<file path="src/b64t_pkg.sv">
package b64t_pkg;

  localparam logic [7:0] CharDot  = 8'h2E;
  localparam logic [7:0] CharStar = 8'h2A;
  localparam logic [7:0] CharGt   = 8'h3E;
  localparam logic [7:0] CharDash = 8'h2D;
  localparam logic [7:0] CharUnd  = 8'h5F;
  localparam logic [5:0] SextetMask = 6'h3F;

  localparam int unsigned MaxChars = 4;

  typedef logic [MaxChars-1:0][7:0] char_arr_t;
  typedef logic [2:0] char_cnt_t;

  // one item's worth of characters handed to the output stage
  typedef struct packed {
    char_arr_t chars;
    char_cnt_t count;
    logic      last;
  } burst_t;

  function automatic logic [7:0] b64t_char(input logic [5:0] v);
    logic [7:0] w;
    logic [7:0] c;
    w = {2'b00, v & SextetMask};
    if (w < 8'd26) begin
      c = w + 8'd65;
    end else if (w < 8'd52) begin
      c = w + 8'd71;
    end else if (w < 8'd62) begin
      c = w - 8'd4;
    end else if (w == 8'd62) begin
      c = CharDash;
    end else begin
      c = CharUnd;
    end
    return c;
  endfunction

  function automatic char_arr_t b64t_group(input logic [7:0] b0, input logic [7:0] b1,
                                           input logic [7:0] b2);
    logic [23:0] v;
    char_arr_t   r;
    v = {b0, b1, b2};
    r[0] = b64t_char(v[23:18]);
    r[1] = b64t_char(v[17:12]);
    r[2] = b64t_char(v[11:6]);
    r[3] = b64t_char(v[5:0]);
    return r;
  endfunction

endpackage

</file>
<file path="src/b64t_if.sv">
interface b64t_in_if;
  logic       valid;
  logic       ready;
  logic [7:0] in_byte;
  logic       in_last;

  modport source (output valid, output in_byte, output in_last, input ready);
  modport sink (input valid, input in_byte, input in_last, output ready);
endinterface

interface b64t_out_if;
  logic       valid;
  logic       ready;
  logic [7:0] out_char;
  logic       out_last;

  modport source (output valid, output out_char, output out_last, input ready);
  modport sink (input valid, input out_char, input out_last, output ready);
endinterface

</file>
<file path="src/b64t_encode.sv">
module b64t_encode
  import b64t_pkg::*;
(
  input  logic       clk_i,
  input  logic       rst_ni,
  input  logic       cfg_we_i,
  input  logic [1:0] cfg_wdata_i,
  input  logic       take_i,
  input  logic [7:0] byte_i,
  input  logic       last_i,
  output burst_t     burst_o
);

  logic [1:0] mode_q;
  logic [7:0] p0_q, p0_d;
  logic [7:0] p1_q, p1_d;
  logic [1:0] pc_q, pc_d;
  logic       ge_q, ge_d;

  logic       split, filter, is_dot;
  logic [1:0] fcnt;
  logic [7:0] fp0, fp1;
  char_arr_t  tail;
  char_cnt_t  tcnt;
  char_arr_t  grp;

  assign split  = (mode_q != 2'd0);
  assign filter = mode_q[1];
  assign is_dot = split && (byte_i == CharDot);

  always_comb begin
    p0_d = p0_q;
    p1_d = p1_q;
    pc_d = pc_q;
    ge_d = ge_q;
    fcnt = 2'd0;
    fp0  = p0_q;
    fp1  = p1_q;
    if (is_dot) begin
      fcnt = pc_q;
      pc_d = 2'd0;
      ge_d = 1'b0;
    end else if (pc_q == 2'd2) begin
      pc_d = 2'd0;
      ge_d = 1'b1;
    end else begin
      if (pc_q == 2'd0) begin
        p0_d = byte_i;
        fp0  = byte_i;
      end else begin
        p1_d = byte_i;
      end
      fp1  = byte_i;
      pc_d = pc_q + 2'd1;
      if (last_i) begin
        fcnt = pc_q + 2'd1;
      end
    end
    if (last_i) begin
      pc_d = 2'd0;
      ge_d = 1'b0;
    end
  end

  // tail of a token: wildcard passthrough or two / three characters
  always_comb begin
    tail = '0;
    tcnt = '0;
    grp  = b64t_group(fp0, (fcnt == 2'd2) ? fp1 : 8'd0, 8'd0);
    if (fcnt != 2'd0) begin
      if (filter && fcnt == 2'd1 && !ge_q && (fp0 == CharStar || fp0 == CharGt)) begin
        tail[0] = fp0;
        tcnt    = 3'd1;
      end else begin
        tail = grp;
        tcnt = {1'b0, fcnt} + 3'd1;
      end
    end
  end

  always_comb begin
    burst_o.last = last_i;
    if (is_dot) begin
      burst_o.chars              = tail;
      burst_o.chars[tcnt[1:0]]   = CharDot;
      burst_o.count              = tcnt + 3'd1;
    end else if (pc_q == 2'd2) begin
      burst_o.chars = b64t_group(p0_q, p1_q, byte_i);
      burst_o.count = 3'd4;
    end else begin
      burst_o.chars = tail;
      burst_o.count = tcnt;
    end
  end

  always_ff @(posedge clk_i or negedge rst_ni) begin
    if (!rst_ni) begin
      mode_q <= 2'd0;
      pc_q   <= 2'd0;
      ge_q   <= 1'b0;
      p0_q   <= 8'd0;
      p1_q   <= 8'd0;
    end else begin
      if (cfg_we_i) begin
        mode_q <= cfg_wdata_i;
      end
      if (take_i) begin
        pc_q <= pc_d;
        ge_q <= ge_d;
        p0_q <= p0_d;
        p1_q <= p1_d;
      end
    end
  end

endmodule

</file>
<file path="src/b64t_serial.sv">
module b64t_serial
  import b64t_pkg::*;
(
  input  logic         clk_i,
  input  logic         rst_ni,
  input  logic         load_i,
  input  burst_t       burst_i,
  output logic         space_o,
  b64t_out_if.source   out_o
);

  char_arr_t  buf_q;
  char_cnt_t  rem_q;
  logic [1:0] idx_q;
  logic       last_q;
  logic       pop;

  assign out_o.valid    = (rem_q != 3'd0);
  assign out_o.out_char = buf_q[idx_q];
  assign out_o.out_last = last_q && (rem_q == 3'd1);
  assign pop            = out_o.valid && out_o.ready;
  // free once the final character of the held item leaves
  assign space_o        = (rem_q == 3'd0) || (pop && rem_q == 3'd1);

  always_ff @(posedge clk_i or negedge rst_ni) begin
    if (!rst_ni) begin
      rem_q <= 3'd0;
      idx_q <= 2'd0;
    end else if (load_i) begin
      rem_q <= burst_i.count;
      idx_q <= 2'd0;
    end else if (pop) begin
      rem_q <= rem_q - 3'd1;
      idx_q <= idx_q + 2'd1;
    end
  end

  always_ff @(posedge clk_i) begin
    if (load_i) begin
      buf_q  <= burst_i.chars;
      last_q <= burst_i.last;
    end
  end

endmodule

</file>
<file path="src/base64url_token_encoder_core.sv">
// the first character of an item is offered in the cycle after the item is accepted
// throughput: one character per cycle while the output is ready; an item yielding n characters
// holds the output register until its last one leaves, the next item is taken in the cycle
// its last one leaves, and items yielding none are taken every cycle
// reset: mode returns to whole-value encoding, pending bytes and output register empty
module base64url_token_encoder_core
  import b64t_pkg::*;
(
  input  logic       clk_i,
  input  logic       rst_ni,
  input  logic       cfg_we_i,
  input  logic [1:0] cfg_wdata_i,
  b64t_in_if.sink    in_i,
  b64t_out_if.source out_o
);

  burst_t burst;
  logic   space;
  logic   take;

  assign in_i.ready = space;
  assign take       = in_i.valid && space;

  b64t_encode u_encode (
    .clk_i       (clk_i),
    .rst_ni      (rst_ni),
    .cfg_we_i    (cfg_we_i),
    .cfg_wdata_i (cfg_wdata_i),
    .take_i      (take),
    .byte_i      (in_i.in_byte),
    .last_i      (in_i.in_last),
    .burst_o     (burst)
  );

  b64t_serial u_serial (
    .clk_i   (clk_i),
    .rst_ni  (rst_ni),
    .load_i  (take),
    .burst_i (burst),
    .space_o (space),
    .out_o   (out_o)
  );

endmodule
</file>
<file path="src/flat_wrapper.sv">
// flat-port wrapper written by rule: the top's interface ports become plain ports
module base64url_token_encoder_core_flat import b64t_pkg::*;
  (clk_i, rst_ni, cfg_we_i, cfg_wdata_i, in_i_valid, in_i_in_byte, in_i_in_last, in_i_ready, out_o_valid, out_o_out_char, out_o_out_last, out_o_ready);
  b64t_in_if in_i_i ();
  b64t_out_if out_o_i ();
  input  logic clk_i;
  input  logic rst_ni;
  input  logic cfg_we_i;
  input  logic [1:0] cfg_wdata_i;
  input wire logic [$bits(in_i_i.valid)-1:0] in_i_valid;
  input wire logic [$bits(in_i_i.in_byte)-1:0] in_i_in_byte;
  input wire logic [$bits(in_i_i.in_last)-1:0] in_i_in_last;
  output wire logic [$bits(in_i_i.ready)-1:0] in_i_ready;
  output wire logic [$bits(out_o_i.valid)-1:0] out_o_valid;
  output wire logic [$bits(out_o_i.out_char)-1:0] out_o_out_char;
  output wire logic [$bits(out_o_i.out_last)-1:0] out_o_out_last;
  input wire logic [$bits(out_o_i.ready)-1:0] out_o_ready;
  assign in_i_i.valid = in_i_valid;
  assign in_i_i.in_byte = in_i_in_byte;
  assign in_i_i.in_last = in_i_in_last;
  assign in_i_ready = in_i_i.ready;
  assign out_o_valid = out_o_i.valid;
  assign out_o_out_char = out_o_i.out_char;
  assign out_o_out_last = out_o_i.out_last;
  assign out_o_i.ready = out_o_ready;
  base64url_token_encoder_core u_core (.clk_i(clk_i), .rst_ni(rst_ni), .cfg_we_i(cfg_we_i), .cfg_wdata_i(cfg_wdata_i), .in_i(in_i_i), .out_o(out_o_i));
endmodule
</file>
<file path="config.mk">
export PLATFORM = sky130hd
export DESIGN_NAME = base64url_token_encoder_core_flat
export DESIGN_NICKNAME = d
export VERILOG_FILES = /design/src/b64t_pkg.sv /design/src/b64t_if.sv /design/src/b64t_encode.sv /design/src/b64t_serial.sv /design/src/base64url_token_encoder_core.sv /design/src/flat_wrapper.sv
export SDC_FILE = /design/constraint.sdc
export NUM_CORES = 1
export LEC_CHECK = 0
export BUFFER_PORTS_ARGS = -buffer_cell sky130_fd_sc_hd__buf_4
export CAP_MARGIN = 20
export CORE_UTILIZATION = 45
export CTS_CLUSTER_DIAMETER = 30
export DETAILED_ROUTE_END_ITERATION = 7
export MAX_ROUTING_LAYER = met4
export PLACE_DENSITY = 0.63
export SETUP_SLACK_MARGIN = 0.5
export SYNTH_ARGS = -nofsm -noshare
export SYNTH_HDL_FRONTEND = slang
export SYNTH_SLANG_ARGS = --single-unit
export TNS_END_PERCENT = 10
</file>
<file path="constraint.sdc">
create_clock -name clk_i -period 5.5 [get_ports clk_i]
set_input_delay 0.55 -clock clk_i [delete_from_list [all_inputs] [get_ports clk_i]]
set_output_delay 0.55 -clock clk_i [all_outputs]
set_load 0.05 [all_outputs]
</file>
==> impl_metrics.csv <==
group,metric,value,unit
logic_synthesis,synth_fp_nets,752,
sta,relSlewSlack,0.319,
critical_path,regToRegSetupSlack,770,ps
pwr,p_leak,2.57,nW
critical_path,r2r-start,"u_core.u_encode.pc_q[0]",
routing,drc,0,
global_routing,grt_pass1_wl,28.5,mm
finish,layout.nets,763,
floorplanning,die_h,115,um
cts,cts_root_buf,"clkbuf_16",
floorplanning,initial_core_util,0.468,
routing,wirelength,17.9,mm
critical_path,end_kind,"register",
global_routing,grt_max_degree,46,
logic_synthesis,yosysTopAreaCellShare,0.174,
cts,clk_path_buf_depth,2,
critical_path,startpoint_type,"register",
sta,min_period,4730,ps
critical_path,cp_max_fo,10,
sta,worst-slew-pin-transition,1010,ps
min_path,hp-class,"in -> async",
logic_synthesis,synth_seq_cells,59,
finish,mostFrequentLayoutCells,"nand2_1 (69), o21ai_0 (63), a21oi_1 (54)",
critical_path,crit_arrival,4810,ps
logic_synthesis,async_flop_share,0.441,
cts,cts_num_sinks,59,
logic_synthesis,synth_area_per_cell,8.32,um^2
sta,rsz0062_at_grt,"true",
routing,post_drt_via_cell_ratio,6.33,
logic_synthesis,synthDistinctLibCells,74,
finish,drive_gt1_frac,0.128,
floorplanning,io_pins,27,
pwr,internal_power,1.83,mW
sta,finalCritPeriodShare,0.860,
finish,nFillCells,1181,
sta,clock_skew,7.13,ps
pwr,clock_power_share,0.156,
place,dpl.hpwl,13.5,mm
floorplanning,die-area,13100,um^2
critical_path,worst-r2r-cell-count,18,
cts,insertion_delay,340,ps
global_routing,first_global_vias,5120,
routing,dr.pass1.iters,6,
cts,cts_buffers,9,
floorplanning,die_w,115,um
pwr,power_switching,1.88,mW
pwr,max-vdd-ir-drop,235,uV
logic_synthesis,yosysWarnings,0,
place,post_dp_cell_area,6050,um^2
cts,cts.clk_slew.worst_paths,60,ps
floorplanning,rows,40,
finish,final_common_cell,"nand2_1",
floorplanning,design.core.area,12200,um^2
sta,finalHoldViolations,0,
sta,setup_viol,0,
logic_synthesis,synth_seq_area_share,0.287,
finish,diodes,0,
place,place.gp.congestion,0.958,
logic_synthesis,synth_edf_count,33,
pwr,share_comb_of_total_power,0.597,
critical_path,regToRegEndpoint,"u_core.u_serial.buf_q[12]",
global_routing,grtUsageTotal,0.297,
cts,htree_num_levels,3,
status,status,"finished, final reports clean",
sta,clock.fmax,211,MHz
critical_path,cp.required,5580,ps
sta,whs,121,ps
pwr,p_per_area,584,nW/um^2
global_routing,grt_overflow,0,
sta,finalMaxSlewViolations,0,
pwr,p_seq_frac,0.247,
routing,wire_per_inst,20.6,um
place,portBuffers,26,
logic_synthesis,netlist_instances,686,
pwr,netSwitchingFraction,0.507,
routing,initialDrtViolationCount,657,
logic_synthesis,synth_largest_area_cell,"edfxtp_1",
flow_run,cap_violations,0,
critical_path,critical_path_class,"reg -> reg",
routing,vias,5506,
global_routing,antenna_found_initial,0,
cts,tritoncts,"built",
logic_synthesis,synthFlopType,"edfxtp_1",
logic_synthesis,syn_area,5710,um^2
finish,final_cell_area,6370,um^2
routing,ant_nets,0,
logic_synthesis,yosys-top-cells-area,"edfxtp_1 (17%), dfrtp_1 (11%), ha_1 (11%), o21ai_0 (5.5%), a21oi_1 (4.7%)",
finish,syn_to_final_growth,11.5,%
sta,final.setup.tns,0,ps
cell usage after synthesis (3+ instances only):
| cell | n |
|---|---|
| xnor2_1 | 10 |
| a21o_1 | 12 |
| nand2b_1 | 7 |
| o31ai_1 | 9 |
| o21a_1 | 4 |
| o32ai_1 | 5 |
| mux4_2 | 8 |
| o2111ai_1 | 4 |
| clkbuf_1 | 32 |
| a31oi_1 | 11 |
| a311oi_1 | 4 |
| o21ai_1 | 3 |
| a2bb2oi_1 | 3 |
| nor2_1 | 36 |
| a21oi_1 | 54 |
| nand2_1 | 69 |
| nor3_1 | 21 |
| mux2_2 | 7 |
| dfrtp_1 | 26 |
| nor2b_1 | 4 |
| or3_1 | 6 |
| and3_1 | 6 |
| o31a_1 | 3 |
| nand3b_1 | 5 |
| o211ai_1 | 13 |
| buf_2 | 7 |
| nor3b_1 | 3 |
| mux2i_1 | 13 |
| o311ai_0 | 3 |
| ha_1 | 50 |
| a211oi_1 | 16 |
| inv_1 | 43 |
| o21ai_0 | 63 |
| nand3_1 | 28 |
| o22ai_1 | 4 |
| or2_2 | 3 |
| edfxtp_1 | 33 |
| nand4_1 | 5 |
per-stage QoR:
step | total power, mW | setup WS, ps | utilization | instances
4_1_cts | 3.67 | 629 | 0.520 | 868
5_1_grt | 3.96 | 460 | 0.521 | 870
2_1_floorplan | 2.44 | 857 | - | 686
6_report | 3.72 | 769 | 0.521 | 870
3_5_place_dp | 3.08 | 403 | 0.495 | 852
3_3_place_gp | 3.07 | 586 | 0.495 | 852
repair_timing:
item	4_1_cts	5_1_grt
hold buffers	0	0
resized for setup	0	2
buffers inserted	0	2
setup endpoints to repair	0	14
registers in the layout, summed over array words and instances, names as in the netlist:
register                count
u_core.u_encode.p1_q        8
u_core.u_encode.p0_q        8
u_core.u_encode.pc_q        2
u_core.u_serial.buf_q      32
u_core.u_serial.last_q      1
u_core.u_encode.mode_q      2
u_core.u_serial.rem_q       3
u_core.u_serial.idx_q       2
u_core.u_encode.ge_q        1
power by group through the flow:
stage                     Combinational (mW)  Clock [mW]  Sequential [mW]
after floorplan                         1.69           0            0.747
after global placement                  2.15           0            0.916
after detailed placement                2.16           0            0.923
after CTS                               2.17       0.593            0.914
after global routing                    2.41       0.607            0.941
final                                   2.22       0.580            0.917
final cells by class:
type                    count  area, um^2  share of cell area
clock buffers               9         225              0.0354
inverters                  45         169              0.0265
flip-flops and latches     59        1640               0.258
well taps                 168         210              0.0330
repair buffers             42         315              0.0495
multi-input cells         540        3730               0.586
clock inverters             7        76.3              0.0120
worst max-delay path: stages (launching register included):
cell and delay, ps:
dfrtp_1 400, inv_1 110, ha_1 360, nand2b_2 300, a21oi_4 240, o21ai_1 170, inv_1 180, ha_1 300
a22oi_1 140, nor3_1 270, o221ai_1 220, or4_4 600, mux2_4 320, inv_1 80, ha_1 140, and3_1 270
or2_2 200, a21o_1 90, o21ai_0 70
how the worst max path moves through the flow:
stage                                 start  cells after the start  slack (ps)                        end
floorplan                   in_i_in_byte[0]                     21         860  u_core.u_serial.buf_q[12]
global placement            in_i_in_byte[3]                     19         590  u_core.u_serial.buf_q[12]
detailed placement          in_i_in_byte[2]                     18         400  u_core.u_serial.buf_q[12]
CTS                 u_core.u_encode.pc_q[0]                     18         630  u_core.u_serial.buf_q[12]
global route                in_i_in_byte[3]                     17         460  u_core.u_serial.buf_q[10]
finish              u_core.u_encode.pc_q[0]                     18         770  u_core.u_serial.buf_q[12]
per-layer routing:
| layer | global-route usage | part of all wire |
|---|---|---|
| met2 | 0.449 | 0.45 |
| met4 | 0.0831 | 0.019 |
| met3 | 0.0503 | 0.083 |
| met5 | - | 0 |
| met1 | 0.409 | 0.45 |
logic make-up after synthesis:
| group | Yosys count | synth area share |
|---|---|---|
| AO/OA/AOI/OAI | 242 | 0.277 |
| XOR/XNOR | 12 | 0.0184 |
| adder cells (fa/ha/maj) | 50 | 0.110 |
| buffers and inverters | 87 | 0.0600 |
| flip-flops | 59 | 0.287 |
| multiplexers | 29 | 0.0708 |
| AND/OR/NAND/NOR | 207 | 0.177 |
No activity file was read; power rests on OpenSTA's default activity.
